[config.mk]
export PLATFORM = sky130hd
export DESIGN_NAME = datalog_token_scanner_top
export DESIGN_NICKNAME = d
export VERILOG_FILES = /design/src/hdl/dts_pkg.sv /design/src/hdl/datalog_token_scanner_top.sv
export SDC_FILE = /design/constraint.sdc
export NUM_CORES = 1
export LEC_CHECK = 0
export ABC_AREA = 1
export BUFFER_PORTS_ARGS = -buffer_cell sky130_fd_sc_hd__buf_2
export CAP_MARGIN = 40
export CORE_ASPECT_RATIO = 0.7
export CORE_MARGIN = 3
export CORE_UTILIZATION = 41
export CTS_CLUSTER_DIAMETER = 200
export CTS_CLUSTER_SIZE = 20
export DETAILED_ROUTE_END_ITERATION = 8
export PLACE_DENSITY = 0.58
export SLEW_MARGIN = 20
export SYNTH_ARGS = -nofsm -noshare
export SYNTH_HDL_FRONTEND = slang
export SYNTH_SLANG_ARGS = --single-unit
export TNS_END_PERCENT = 50
[constraint.sdc]
create_clock -name clk -period 6 [get_ports clk]
set_input_delay 0 -clock clk [delete_from_list [all_inputs] [get_ports clk]]
set_output_delay 0 -clock clk [all_outputs]
set_load 0.02 [all_outputs]
[src/hdl/dts_pkg.sv]
// shared types, character codes, token kinds and keyword tables of the token scanner
package dts_pkg;

    localparam int LINE_BITS_DEF   = 16;
    localparam int LENGTH_BITS_DEF = 16;

    typedef logic [4:0] kind_t;
    typedef logic [7:0] char_t;

    // scanner modes, one-hot
    typedef enum logic [7:0] {
        MODE_IDLE   = 8'b0000_0001,
        MODE_IDENT  = 8'b0000_0010,
        MODE_COLON  = 8'b0000_0100,
        MODE_HASH   = 8'b0000_1000,
        MODE_LINE   = 8'b0001_0000,
        MODE_BLOCK  = 8'b0010_0000,
        MODE_STRING = 8'b0100_0000,
        MODE_SQUOTE = 8'b1000_0000
    } mode_t;

    // token kinds
    localparam kind_t K_COMMA     = 5'd0;
    localparam kind_t K_PERIOD    = 5'd1;
    localparam kind_t K_QMARK     = 5'd2;
    localparam kind_t K_LPAREN    = 5'd3;
    localparam kind_t K_RPAREN    = 5'd4;
    localparam kind_t K_COLON     = 5'd5;
    localparam kind_t K_COLONDASH = 5'd6;
    localparam kind_t K_MUL       = 5'd7;
    localparam kind_t K_ADD       = 5'd8;
    localparam kind_t K_SCHEMES   = 5'd9;
    localparam kind_t K_FACTS     = 5'd10;
    localparam kind_t K_RULES     = 5'd11;
    localparam kind_t K_QUERIES   = 5'd12;
    localparam kind_t K_ID        = 5'd13;
    localparam kind_t K_STRING    = 5'd14;
    localparam kind_t K_COMMENT   = 5'd15;
    localparam kind_t K_UNDEF     = 5'd16;
    localparam kind_t K_EOF       = 5'd17;

    // character codes
    localparam char_t CH_TAB    = 8'h09;
    localparam char_t CH_LF     = 8'h0A;
    localparam char_t CH_CR     = 8'h0D;
    localparam char_t CH_SPACE  = 8'h20;
    localparam char_t CH_HASH   = 8'h23;
    localparam char_t CH_QUOTE  = 8'h27;
    localparam char_t CH_LPAREN = 8'h28;
    localparam char_t CH_RPAREN = 8'h29;
    localparam char_t CH_STAR   = 8'h2A;
    localparam char_t CH_PLUS   = 8'h2B;
    localparam char_t CH_COMMA  = 8'h2C;
    localparam char_t CH_DASH   = 8'h2D;
    localparam char_t CH_PERIOD = 8'h2E;
    localparam char_t CH_COLON  = 8'h3A;
    localparam char_t CH_QMARK  = 8'h3F;
    localparam char_t CH_BAR    = 8'h7C;

    // keywords: Schemes, Facts, Rules, Queries
    localparam int KW_COUNT = 4;
    localparam char_t KW_TEXT [KW_COUNT][7] = '{
        '{"S", "c", "h", "e", "m", "e", "s"},
        '{"F", "a", "c", "t", "s", 8'h00, 8'h00},
        '{"R", "u", "l", "e", "s", 8'h00, 8'h00},
        '{"Q", "u", "e", "r", "i", "e", "s"}
    };
    localparam logic [2:0] KW_LEN [KW_COUNT] = '{3'd7, 3'd5, 3'd5, 3'd7};
    localparam kind_t KW_KIND [KW_COUNT] = '{K_SCHEMES, K_FACTS, K_RULES, K_QUERIES};

    function automatic logic is_alpha(input char_t c);
        return (c >= "A" && c <= "Z") || (c >= "a" && c <= "z");
    endfunction

    function automatic logic is_digit(input char_t c);
        return c >= "0" && c <= "9";
    endfunction

    function automatic logic is_nl(input char_t c);
        return c == CH_LF || c == CH_CR;
    endfunction

endpackage

[src/hdl/datalog_token_scanner_top.sv]
// token scanner for a datalog-style language, one source byte per transfer
//
// Each input transfer carries one source byte (or an end-of-input mark). The
// scanner echoes every byte that belongs to a token as it arrives
// (is_record = 0), and once a token is complete it sends a record
// (is_record = 1) with the token kind, its start line and its length. The
// consumer drops the echoed bytes of a token whose record says comment. At
// end of input any open token is closed (unterminated strings and block
// comments come out as undefined), an eof record follows, and the scanner
// returns to its reset state. Both CR and LF count as a line break; line
// numbers and lengths saturate at all ones. The whole scan step for one byte
// is one level of logic from the input ports into a three-entry result
// buffer, so a byte is taken every cycle as long as it makes at most one
// result and out_stall stays low. A byte that makes two or three results
// (a token closed by the next punctuation, end of input) holds in_stall
// while the buffer drains at one result per cycle, out_stall permitting.
// The last result of each byte carries last = 1.
module datalog_token_scanner_top
    import dts_pkg::*;
#(
    parameter int LINE_BITS   = LINE_BITS_DEF,
    parameter int LENGTH_BITS = LENGTH_BITS_DEF
)
(
    input  logic                   clk,
    input  logic                   rst_n,
    // input channel
    input  logic                   in_valid,
    output logic                   in_stall,
    input  logic [7:0]             char_code,
    input  logic                   end_of_input,
    // result channel
    output logic                   out_valid,
    input  logic                   out_stall,
    output logic                   is_record,
    output logic [7:0]             value_byte,
    output logic [4:0]             token_kind,
    output logic [LINE_BITS-1:0]   token_line,
    output logic [LENGTH_BITS-1:0] token_length,
    output logic                   last
);

    // one result item as held in the buffer
    typedef struct packed {
        logic                   is_record;
        logic [7:0]             value_byte;
        kind_t                  token_kind;
        logic [LINE_BITS-1:0]   token_line;
        logic [LENGTH_BITS-1:0] token_length;
        logic                   last;
    } res_t;

    localparam int RES_DEPTH = 3;

    function automatic res_t make_echo(input char_t ch);
        res_t r;
        r            = '0;
        r.value_byte = ch;
        return r;
    endfunction

    function automatic res_t make_rec(input kind_t kind, input logic [LINE_BITS-1:0] ln,
                                      input logic [LENGTH_BITS-1:0] len);
        res_t r;
        r              = '0;
        r.is_record    = 1'b1;
        r.token_kind   = kind;
        r.token_line   = ln;
        r.token_length = len;
        return r;
    endfunction

    // saturating add of two line counts
    function automatic logic [LINE_BITS-1:0] sat_line(input logic [LINE_BITS-1:0] a,
                                                      input logic [LINE_BITS-1:0] b);
        logic [LINE_BITS:0] s;
        s = {1'b0, a} + {1'b0, b};
        return s[LINE_BITS] ? '1 : s[LINE_BITS-1:0];
    endfunction

    function automatic logic [LENGTH_BITS-1:0] grow(input logic [LENGTH_BITS-1:0] len);
        return (&len) ? len : len + LENGTH_BITS'(1);
    endfunction

    // ------------------------------------------------------------------
    // scanner state
    // ------------------------------------------------------------------
    mode_t                  mode_reg,  mode_next;
    logic [LINE_BITS-1:0]   line_reg,  line_next;   // current line
    logic [LINE_BITS-1:0]   start_reg, start_next;  // line where the open token began
    logic [LENGTH_BITS-1:0] len_reg,   len_next;    // characters in the open token
    logic [KW_COUNT-1:0]    kw_reg,    kw_next;     // keywords still matching
    logic [LINE_BITS-1:0]   lin_reg,   lin_next;    // breaks inside string or block
    logic                   pend_reg,  pend_next;   // last block byte was a bar

    // result buffer: up to three results per transfer, drained one a cycle while out_stall is low
    res_t       res_reg [RES_DEPTH];
    res_t       res_next [RES_DEPTH];
    logic [1:0] cnt_reg;   // results still to send
    logic [1:0] idx_reg;   // buffer entry at the head
    logic [1:0] n_next;    // results made by the current byte

    logic in_take;
    logic out_take;

    assign out_valid = (cnt_reg != 2'd0);
    assign out_take  = out_valid && !out_stall;
    // a new byte enters once the buffer empties in this cycle
    assign in_stall  = !(cnt_reg == 2'd0 || (cnt_reg == 2'd1 && out_take));
    assign in_take   = in_valid && !in_stall;

    // ------------------------------------------------------------------
    // scan step: current mode first, then the closing record, then the eof
    // record at end of input, or else a fresh scan of the byte from idle when
    // it ended the previous token or no token was open
    logic   fin;
    kind_t  fin_kind;
    logic   rescan;
    kind_t  id_kind;
    logic   start_tok;
    mode_t  start_mode;
    logic [KW_COUNT-1:0] kw_first;

    always_comb
    begin
        mode_next  = mode_reg;
        line_next  = line_reg;
        start_next = start_reg;
        len_next   = len_reg;
        kw_next    = kw_reg;
        lin_next   = lin_reg;
        pend_next  = pend_reg;
        n_next     = 2'd0;
        for (int i = 0; i < RES_DEPTH; i++)
        begin
            res_next[i] = '0;
        end
        fin        = 1'b0;
        fin_kind   = K_COMMENT;
        rescan     = 1'b0;
        start_tok  = 1'b0;
        start_mode = MODE_IDLE;
        kw_first   = '0;

        // kind of the identifier held so far; first keyword wins
        id_kind = K_ID;
        for (int k = KW_COUNT - 1; k >= 0; k--)
        begin
            if (kw_reg[k] && len_reg == LENGTH_BITS'(KW_LEN[k]))
            begin
                id_kind = KW_KIND[k];
            end
        end

        if (end_of_input)
        begin
            unique case (mode_reg)
                MODE_IDENT:              begin fin = 1'b1; fin_kind = id_kind;   end
                MODE_COLON:              begin fin = 1'b1; fin_kind = K_COLON;   end
                MODE_HASH, MODE_LINE:    begin fin = 1'b1; fin_kind = K_COMMENT; end
                MODE_BLOCK, MODE_STRING: begin fin = 1'b1; fin_kind = K_UNDEF;   end
                MODE_SQUOTE:             begin fin = 1'b1; fin_kind = K_STRING;  end
                MODE_IDLE:               ;
                default:                 ;
            endcase
        end
        else
        begin
            unique case (mode_reg)
                MODE_IDENT:
                begin
                    if (is_alpha(char_code) || is_digit(char_code))
                    begin
                        res_next[n_next] = make_echo(char_code);
                        n_next           = n_next + 2'd1;
                        for (int k = 0; k < KW_COUNT; k++)
                        begin
                            if (!(len_reg < LENGTH_BITS'(KW_LEN[k]) &&
                                  KW_TEXT[k][len_reg[2:0]] == char_code))
                            begin
                                kw_next[k] = 1'b0;
                            end
                        end
                        len_next = grow(len_reg);
                    end
                    else
                    begin
                        fin      = 1'b1;
                        fin_kind = id_kind;
                        rescan   = 1'b1;
                    end
                end
                MODE_COLON:
                begin
                    if (char_code == CH_DASH)
                    begin
                        res_next[n_next] = make_echo(char_code);
                        n_next           = n_next + 2'd1;
                        len_next         = grow(len_reg);
                        fin              = 1'b1;
                        fin_kind         = K_COLONDASH;
                    end
                    else
                    begin
                        fin      = 1'b1;
                        fin_kind = K_COLON;
                        rescan   = 1'b1;
                    end
                end
                MODE_HASH:
                begin
                    if (char_code == CH_BAR)
                    begin
                        res_next[n_next] = make_echo(char_code);
                        n_next           = n_next + 2'd1;
                        len_next         = grow(len_reg);
                        pend_next        = 1'b0;
                        mode_next        = MODE_BLOCK;
                    end
                    else if (is_nl(char_code))
                    begin
                        // a comment that starts right at a newline ends there
                        fin      = 1'b1;
                        fin_kind = K_COMMENT;
                        rescan   = 1'b1;
                    end
                    else
                    begin
                        res_next[n_next] = make_echo(char_code);
                        n_next           = n_next + 2'd1;
                        len_next         = grow(len_reg);
                        mode_next        = MODE_LINE;
                    end
                end
                MODE_LINE:
                begin
                    if (is_nl(char_code))
                    begin
                        fin      = 1'b1;
                        fin_kind = K_COMMENT;
                        rescan   = 1'b1;
                    end
                    else
                    begin
                        res_next[n_next] = make_echo(char_code);
                        n_next           = n_next + 2'd1;
                        len_next         = grow(len_reg);
                    end
                end
                MODE_BLOCK:
                begin
                    res_next[n_next] = make_echo(char_code);
                    n_next           = n_next + 2'd1;
                    len_next         = grow(len_reg);
                    if (char_code == CH_HASH && pend_reg)
                    begin
                        fin      = 1'b1;
                        fin_kind = K_COMMENT;
                    end
                    else
                    begin
                        if (is_nl(char_code))
                        begin
                            lin_next = sat_line(lin_reg, LINE_BITS'(1));
                        end
                        pend_next = (char_code == CH_BAR);
                    end
                end
                MODE_STRING:
                begin
                    res_next[n_next] = make_echo(char_code);
                    n_next           = n_next + 2'd1;
                    len_next         = grow(len_reg);
                    if (char_code == CH_QUOTE)
                    begin
                        mode_next = MODE_SQUOTE;
                    end
                    else if (is_nl(char_code))
                    begin
                        lin_next = sat_line(lin_reg, LINE_BITS'(1));
                    end
                end
                MODE_SQUOTE:
                begin
                    // doubled quote stays inside the string
                    if (char_code == CH_QUOTE)
                    begin
                        res_next[n_next] = make_echo(char_code);
                        n_next           = n_next + 2'd1;
                        len_next         = grow(len_reg);
                        mode_next        = MODE_STRING;
                    end
                    else
                    begin
                        fin      = 1'b1;
                        fin_kind = K_STRING;
                        rescan   = 1'b1;
                    end
                end
                default:
                begin
                    mode_next = MODE_IDLE;
                    rescan    = 1'b1;
                end
            endcase
        end

        // close the open token
        if (fin)
        begin
            res_next[n_next] = make_rec(fin_kind, start_next, len_next);
            n_next           = n_next + 2'd1;
            line_next        = sat_line(line_next, lin_next);
            lin_next         = '0;
            pend_next        = 1'b0;
            kw_next          = '0;
            mode_next        = MODE_IDLE;
        end

        if (end_of_input)
        begin
            res_next[n_next] = make_rec(K_EOF, line_next, '0);
            n_next           = n_next + 2'd1;
            mode_next        = MODE_IDLE;
            line_next        = LINE_BITS'(1);
            start_next       = LINE_BITS'(1);
            len_next         = '0;
            kw_next          = '0;
            lin_next         = '0;
            pend_next        = 1'b0;
        end
        else if (rescan)
        begin
            unique case (char_code)
                CH_COMMA, CH_PERIOD, CH_QMARK, CH_LPAREN, CH_RPAREN, CH_STAR, CH_PLUS:
                begin
                    res_next[n_next] = make_echo(char_code);
                    n_next           = n_next + 2'd1;
                end
                CH_COLON:
                begin
                    start_tok  = 1'b1;
                    start_mode = MODE_COLON;
                end
                CH_HASH:
                begin
                    start_tok  = 1'b1;
                    start_mode = MODE_HASH;
                end
                CH_QUOTE:
                begin
                    start_tok  = 1'b1;
                    start_mode = MODE_STRING;
                end
                CH_SPACE, CH_TAB:
                    ;
                CH_LF, CH_CR:
                    line_next = sat_line(line_next, LINE_BITS'(1));
                default:
                begin
                    if (is_alpha(char_code))
                    begin
                        start_tok  = 1'b1;
                        start_mode = MODE_IDENT;
                        for (int k = 0; k < KW_COUNT; k++)
                        begin
                            kw_first[k] = (KW_TEXT[k][0] == char_code);
                        end
                    end
                    else
                    begin
                        // stray byte: one-character undefined token
                        res_next[n_next] = make_echo(char_code);
                        n_next           = n_next + 2'd1;
                        res_next[n_next] = make_rec(K_UNDEF, line_next, LENGTH_BITS'(1));
                        n_next           = n_next + 2'd1;
                    end
                end
            endcase

            // single-character punctuation records
            unique case (char_code)
                CH_COMMA:  res_next[n_next] = make_rec(K_COMMA,  line_next, LENGTH_BITS'(1));
                CH_PERIOD: res_next[n_next] = make_rec(K_PERIOD, line_next, LENGTH_BITS'(1));
                CH_QMARK:  res_next[n_next] = make_rec(K_QMARK,  line_next, LENGTH_BITS'(1));
                CH_LPAREN: res_next[n_next] = make_rec(K_LPAREN, line_next, LENGTH_BITS'(1));
                CH_RPAREN: res_next[n_next] = make_rec(K_RPAREN, line_next, LENGTH_BITS'(1));
                CH_STAR:   res_next[n_next] = make_rec(K_MUL,    line_next, LENGTH_BITS'(1));
                CH_PLUS:   res_next[n_next] = make_rec(K_ADD,    line_next, LENGTH_BITS'(1));
                default:   ;
            endcase
            if (char_code == CH_COMMA || char_code == CH_PERIOD || char_code == CH_QMARK ||
                char_code == CH_LPAREN || char_code == CH_RPAREN || char_code == CH_STAR ||
                char_code == CH_PLUS)
            begin
                n_next = n_next + 2'd1;
            end

            // open a multi-character token
            if (start_tok)
            begin
                res_next[n_next] = make_echo(char_code);
                n_next           = n_next + 2'd1;
                start_next       = line_next;
                len_next         = LENGTH_BITS'(1);
                lin_next         = '0;
                pend_next        = 1'b0;
                kw_next          = kw_first;
                mode_next        = start_mode;
            end
        end

        // mark the final result of this byte
        for (int i = 0; i < RES_DEPTH; i++)
        begin
            res_next[i].last = (2'(i) + 2'd1 == n_next);
        end
    end

    // ------------------------------------------------------------------
    // registers
    // ------------------------------------------------------------------
    always_ff @(posedge clk or negedge rst_n)
    begin
        if (!rst_n)
        begin
            mode_reg  <= MODE_IDLE;
            line_reg  <= LINE_BITS'(1);
            start_reg <= LINE_BITS'(1);
            len_reg   <= '0;
            kw_reg    <= '0;
            lin_reg   <= '0;
            pend_reg  <= 1'b0;
            cnt_reg   <= 2'd0;
            idx_reg   <= 2'd0;
        end
        else if (in_take)
        begin
            mode_reg  <= mode_next;
            line_reg  <= line_next;
            start_reg <= start_next;
            len_reg   <= len_next;
            kw_reg    <= kw_next;
            lin_reg   <= lin_next;
            pend_reg  <= pend_next;
            cnt_reg   <= n_next;
            idx_reg   <= 2'd0;
        end
        else if (out_take)
        begin
            cnt_reg <= cnt_reg - 2'd1;
            idx_reg <= idx_reg + 2'd1;
        end
    end

    // result payload, no reset needed
    always_ff @(posedge clk)
    begin
        if (in_take)
        begin
            for (int i = 0; i < RES_DEPTH; i++)
            begin
                res_reg[i] <= res_next[i];
            end
        end
    end

    // head of the buffer drives the result ports
    res_t head;
    assign head         = res_reg[idx_reg];
    assign is_record    = head.is_record;
    assign value_byte   = head.value_byte;
    assign token_kind   = head.token_kind;
    assign token_line   = head.token_line;
    assign token_length = head.token_length;
    assign last         = head.last;

`ifndef SYNTHESIS
    // end of input always leaves the reset state and at least the eof record
    assert property (@(posedge clk) disable iff (!rst_n)
        in_take && end_of_input |=>
            mode_reg == MODE_IDLE && line_reg == LINE_BITS'(1) && cnt_reg != 2'd0)
    else $error("scanner not back in reset state after end of input");

    // the result flagged last is the final one in the buffer
    assert property (@(posedge clk) disable iff (!rst_n)
        out_valid && last |-> cnt_reg == 2'd1)
    else $error("last flag on a result that is not the final one");

    // line numbers start at one and saturate, never wrap to zero
    assert property (@(posedge clk) disable iff (!rst_n)
        line_reg != '0 && start_reg != '0)
    else $error("line counter reached zero");
`endif

endmodule

=== After elaboration in Yosys (flattened, before gate mapping) ===
Memory sizes are Yosys's and may differ from the RTL's.
Cells that the tools add are included.
Widths: inputs -> output; s select.

* Add/sub/neg operators: 11
* $lt $le $gt $ge: 19
* Equal/unequal tests: 37
* Muxes and demuxes: 159
* Bitwise logic cells: 6
* Reduce and logical (&&, ||, !) cells: 48

{| class="wikitable"
|+ Operators with widths
! cell !! count
|-
| $bwmux 141 || 12
|-
| $mux 141 || 9
|-
| $pmux 141 s7 || 1
|-
| $mux 16 || 30
|-
| $demux 47 s2 || 5
|-
| $pmux 141 s2 || 1
|-
| $mux 46 || 6
|-
| $pmux 46 s6 || 1
|-
| $mux 47 || 5
|-
| $mux 8 || 16
|-
| $eq 8x6->1 const B || 13
|-
| $pmux 16 s6 || 1
|-
| $add 16x1->17 const B || 2
|-
| $eq 16x3->1 const B || 2
|-
| $eq 7x8->1 const A || 4
|-
| $eq 8x4->1 const B || 4
|-
| $eq 8x8->1 || 4
|-
| $lt 16x3->1 const B || 2
|-
| $mux 1 || 32
|-
| $mux 2 || 16
|-
| $mux 4 || 8
|-
| $pmux 16 s2 || 1
|-
| $pmux 8 s4 || 1
|-
| $pmux 7 s4 || 1
|-
| other kinds (41) || 103
|}

* Register bits after elaboration: 81
* Bits in writable memories: 141
* Bits in read-only memories: 256
* Bits of input ports: 13
* Output and inout port bits: 49
* Logic and storage cells: 294
* Memories kept: 5

{| class="wikitable"
|+ Memories
! name !! words !! bits a word !! read ports !! clocked after memory_dff !! write ports !! RTL line !! source
|-
| res_reg || 3 || 47 || 1 || 0 || 3 || datalog_token_scanner_top.sv:97 || <nowiki>res_t res_reg [RES_DEPTH];</nowiki>
|-
| (no name shown) || 8 || 8 || 1 || 0 || 0 || datalog_token_scanner_top.sv:179 || <nowiki>KW_TEXT[k][len_reg[2:0]] == char_code))</nowiki>
|-
| (no name shown) || 8 || 8 || 1 || 0 || 0 || datalog_token_scanner_top.sv:179 ||
|-
| (no name shown) || 8 || 8 || 1 || 0 || 0 || datalog_token_scanner_top.sv:179 ||
|-
| (no name shown) || 8 || 8 || 1 || 0 || 0 || datalog_token_scanner_top.sv:179 ||
|}

=== Logic depth before layout (Yosys ltp) ===
* Depth after elaboration: 28
* Depth in mapped cells: 41
* Mapped depth without buffers: 39

=== Least setup slack after synthesis ===
OpenSTA, ideal clock, no wires.

* Path type: flip-flop to flip-flop
* Start point: register cnt_reg[0]
* End point: memory res_reg[0][0] in the netlist's numbering, enable pin
* Arrival time: 4.711 ns
* Slack: 0.750 ns
* Cell stages (with the launch flop): 8
* Buffers on the path: 1
* Period minus slack after synthesis: 5.250 ns
* Cells stage by stage: dfrtp_1 -> inv_1 -> ha_1 -> inv_1 -> nand2_1 -> nand2_1 -> inv_1 -> clkbuf_1

{| class="wikitable"
|+ RTL lines
! element !! RTL line !! source
|-
| from (decl) || datalog_token_scanner_top.sv:99 || <nowiki>logic [1:0] cnt_reg;</nowiki>
|-
| from (signal assigned) || datalog_token_scanner_top.sv:446 || <nowiki>cnt_reg <= n_next;</nowiki>
|-
| from (signal assigned) || datalog_token_scanner_top.sv:451 || <nowiki>cnt_reg <= cnt_reg - 2'd1;</nowiki>
|-
| to (decl) || datalog_token_scanner_top.sv:97 ||
|}

==> flow_summary_export.csv <==
group,metric,value,unit
route,first_pass_iters,5,
synthesis,syn_inst,2343,
synthesis,synth_cell_types,60,
final_layout,fillers,4049,
floorplan,io_pins,62,
placed_design,dp_hpwl,48300,um
setup_path,setup.worst_path.class,"reg -> reg",
synthesis,synth_edf_count,126,
setup_path,crit_buf_inv,5,
global_route,grt_remaining_overflow,0,
setup_path,start_kind,"flip-flop",
route,wl,67200,um
timing,rsz0062_at_grt,"false",
final_layout,syn2layout_area_growth,9.16,%
synthesis,synth_top_area_cell,"edfxtp_1",
synthesis,yosys_warnings,0,
route,antenna_left,0,
clock_tree,clockBufferDepth,3,
synthesis,synth_top_area_share,23.3,%
setup_path,critPathMostFrequentCell,"nand2_1",
timing,min_period_over_period,91.0,%
route,drt_iter0_markers,2243,
synthesis,postSynthAreaPerCell,6.93,um2
setup_path,cp-end-kind,"flip-flop",
clock_tree,clock_latency,0.52,ns
timing,worstMarginPinSlew,0.881,ns
setup_path,cpLargestDelayFamily,"simple AND/OR/NAND/NOR gates",
floorplan,die_h,172,um
synthesis,ys_ff_latch,207,
floorplan,fp.dieW,244,um
floorplan,start_util,41.9,%
global_route,grt_pass1_vias,15700,
synthesis,synth_area,16200,um2
run_status,outcome,"complete, no violations",
clock_tree,cts_setup_buffers,0,
global_route,grt_max_degree,70,
synthesis,synth.most_common_cell,"nand2_1",
final_layout,fin_area,17700,um2
synthesis,dominantRegCellSynth,"edfxtp_1",
final_layout,multi_input_area,8940,um2
timing,finClkSkew,0.0355,ns
timing,relSlewSlack,41.1,%
clock_tree,cts_sinks,207,
clock_tree,path_clk_slew,0.09,ns
setup_path,critPathArrivalTime,5.69,ns
final_layout,largest_reg_flops,126,
global_route,antenna_found_initial,1,
timing,fin_crit,5.46,ns
global_route,grt_pass1_wl,101000,um
global_route,grt_usage,31.3,%
route,vias_per_cell,5.96,
setup_path,critPathMaxFanout,9,
min_path,min-delay-path-class,"in -> reg",
clock_tree,root_buffer,"clkbuf_16",
route,wl_per_cell,23.0,um
placed_design,portBuffers,61,
timing,layout_setup_ws,0.538,ns
placed_design,gp_congestion,1.00,
power_and_ir_drop,ir_drop,0.405,mV
power_and_ir_drop,p_leak,0.00745,uW
clock_tree,numCtsBuffers,14,
placed_design,dpl_cell_area,17200,um2
clock_tree,cts-htree-levels,1,
synthesis,synth_nets,2397,
floorplan,core_area,38700,um2
floorplan,dieArea,42000,um2
route,drc,0,
timing,final-setup-viol-count,0,
placed_design,dpl_worst_slack,0.546,ns
flow_run,maxCapViolations,0,
final_layout,nets,2435,
floorplan,rows,60,
timing,max_freq,0.183,GHz
setup_path,slowest_delay,0.45,ns
final_layout,final_layout_size_suffix_gt1_share,11.5,%
power_and_ir_drop,powerDensity,369,nW/um2
timing,report.final.hold_viol_count,0,
final_layout,seq_area,5810,um2
synthesis,synth_area_leaders,"edfxtp_1, dfrtp_1, nand2_1",
route,num_vias,17400,
setup_path,critPathRequiredTime,6.23,ns
synthesis,synthTopCellsByCount,"nand2_1, nor2_1, o21ai_0",
synthesis,yosysSeqAreaShare,35.8,%
synthesis,async_reset_ff_share,39.1,%
timing,setup_tns,0,ns
timing,drv_slew,0,
clock_tree,cts_tree,"done",
setup_path,slowest_stage,"fa_1",
## area by class of cell
| class | instances | share of cell area (%) |
|---|---|---|
| Antenna cell | 1 | 0.0141 |
| Clock buffer | 23 | 2.29 |
| Clock inverter | 1 | 0.0918 |
| Inverter | 260 | 5.57 |
| Multi-Input combinational cell | 1769 | 50.5 |
| Sequential cell | 207 | 32.8 |
| Tap cell | 527 | 3.72 |
| Timing Repair Buffer | 129 | 4.98 |
## power by group
group | internal [uW] | switching, uW | leakage, uW
clock network | 475 | 552 | 0.000202
logic | 889 | 2530 | 0.00493
registers | 1930 | 159 | 0.00231
total | 3290 | 3240 | 0.00745
## routing by layer
metal / global-route usage [%] / routed length (um)
met2: 40.7 / 24500
met3: 7.67 / 8540
met5: 0 / 11
met4: 5.70 / 1150
met1: 51.1 / 33000
## cell families (layout without fill, tap and decap cells)
family,count (synthesis),in the layout,share of synthesized area [%]
mux,1,1,0.0617
fa+ha+maj,41,41,3.21
simple gates,1128,1128,31.0
flops,207,207,35.8
xor+xnor,24,24,1.30
other cells,0,1,0
buf+inv,367,413,9.08
compound gates,575,575,19.5
## worst reg2reg max path, delay by kind of cell, from the launching register on
kind | cells | cell delay [ns]
buffers and inverters | 5 | 0.83
AOI/OAI and AO/OA | 3 | 0.77
and+or+nand+nor | 22 | 2.77
DFF | 1 | 0.38
adders and majority gates | 1 | 0.45
## path summary, 6_finish.rpt
check                                      endpoint  depth (start not counted)                     from  slack, ns
max                        res_reg[2][17]$_DFFE_PP_                         31  mode_reg[0]$_DFFE_PN1P_       0.54
min                        res_reg[0][42]$_DFFE_PP_                          3             char_code[4]       0.05
max reg2reg                res_reg[2][17]$_DFFE_PP_                         31  mode_reg[0]$_DFFE_PN1P_       0.54
min reg2reg                   kw_reg[3]$_DFFE_PN0P_                          2    kw_reg[3]$_DFFE_PN0P_       0.50
max in group asynchronous   mode_reg[0]$_DFFE_PN1P_                          5                    rst_n       4.64
min in group asynchronous   line_reg[6]$_DFFE_PN0P_                          4                    rst_n       0.48
## metrics by stage
| step | hold slack [ns] | total power [uW] | utilization [%] | instances |
|---|---|---|---|---|
| floorplan | -0.296 | 4230 | - | 2343 |
| global placement | -0.0664 | 5400 | 44.3 | 2882 |
| detailed placement | -0.0617 | 5420 | 44.4 | 2885 |
| CTS | 0.0249 | 6460 | 45.7 | 2916 |
| global route | 0.0886 | 6890 | 45.7 | 2916 |
| finish | 0.0479 | 6530 | 45.7 | 2917 |
## repair_timing
item                                   4_1_cts  5_1_grt
endpoints found under the hold margin       63        0
hold buffers                                 7        0
resized for setup                            0        1
setup endpoints to repair                    0        3
## cell usage in the layout, fill, tap and decap left out, types with 12 or more instances in the layout
| cell | netlist | layout |
|---|---|---|
| nand2_1 | 518 | 518 |
| nor2_1 | 274 | 273 |
| o21ai_0 | 224 | 224 |
| inv_1 | 223 | 222 |
| a21oi_1 | 194 | 194 |
| nand3_1 | 136 | 136 |
| edfxtp_1 | 126 | 126 |
| dfrtp_1 | 78 | 78 |
| buf_2 | 14 | 60 |
| buf_4 | 5 | 59 |
| nor3_1 | 47 | 47 |
| ha_1 | 40 | 40 |
| nand4_1 | 38 | 38 |
| o21ai_1 | 38 | 37 |
| nand2_2 | 33 | 33 |
| inv_2 | 31 | 31 |
| o22ai_1 | 30 | 30 |
| o211ai_1 | 25 | 25 |
| nor2_2 | 23 | 24 |
| xor2_1 | 21 | 21 |
| clkbuf_16 | 0 | 15 |
| nand3b_1 | 13 | 13 |
| nor2_4 | 12 | 12 |
Note: power is estimated with default switching activity, not from simulation.
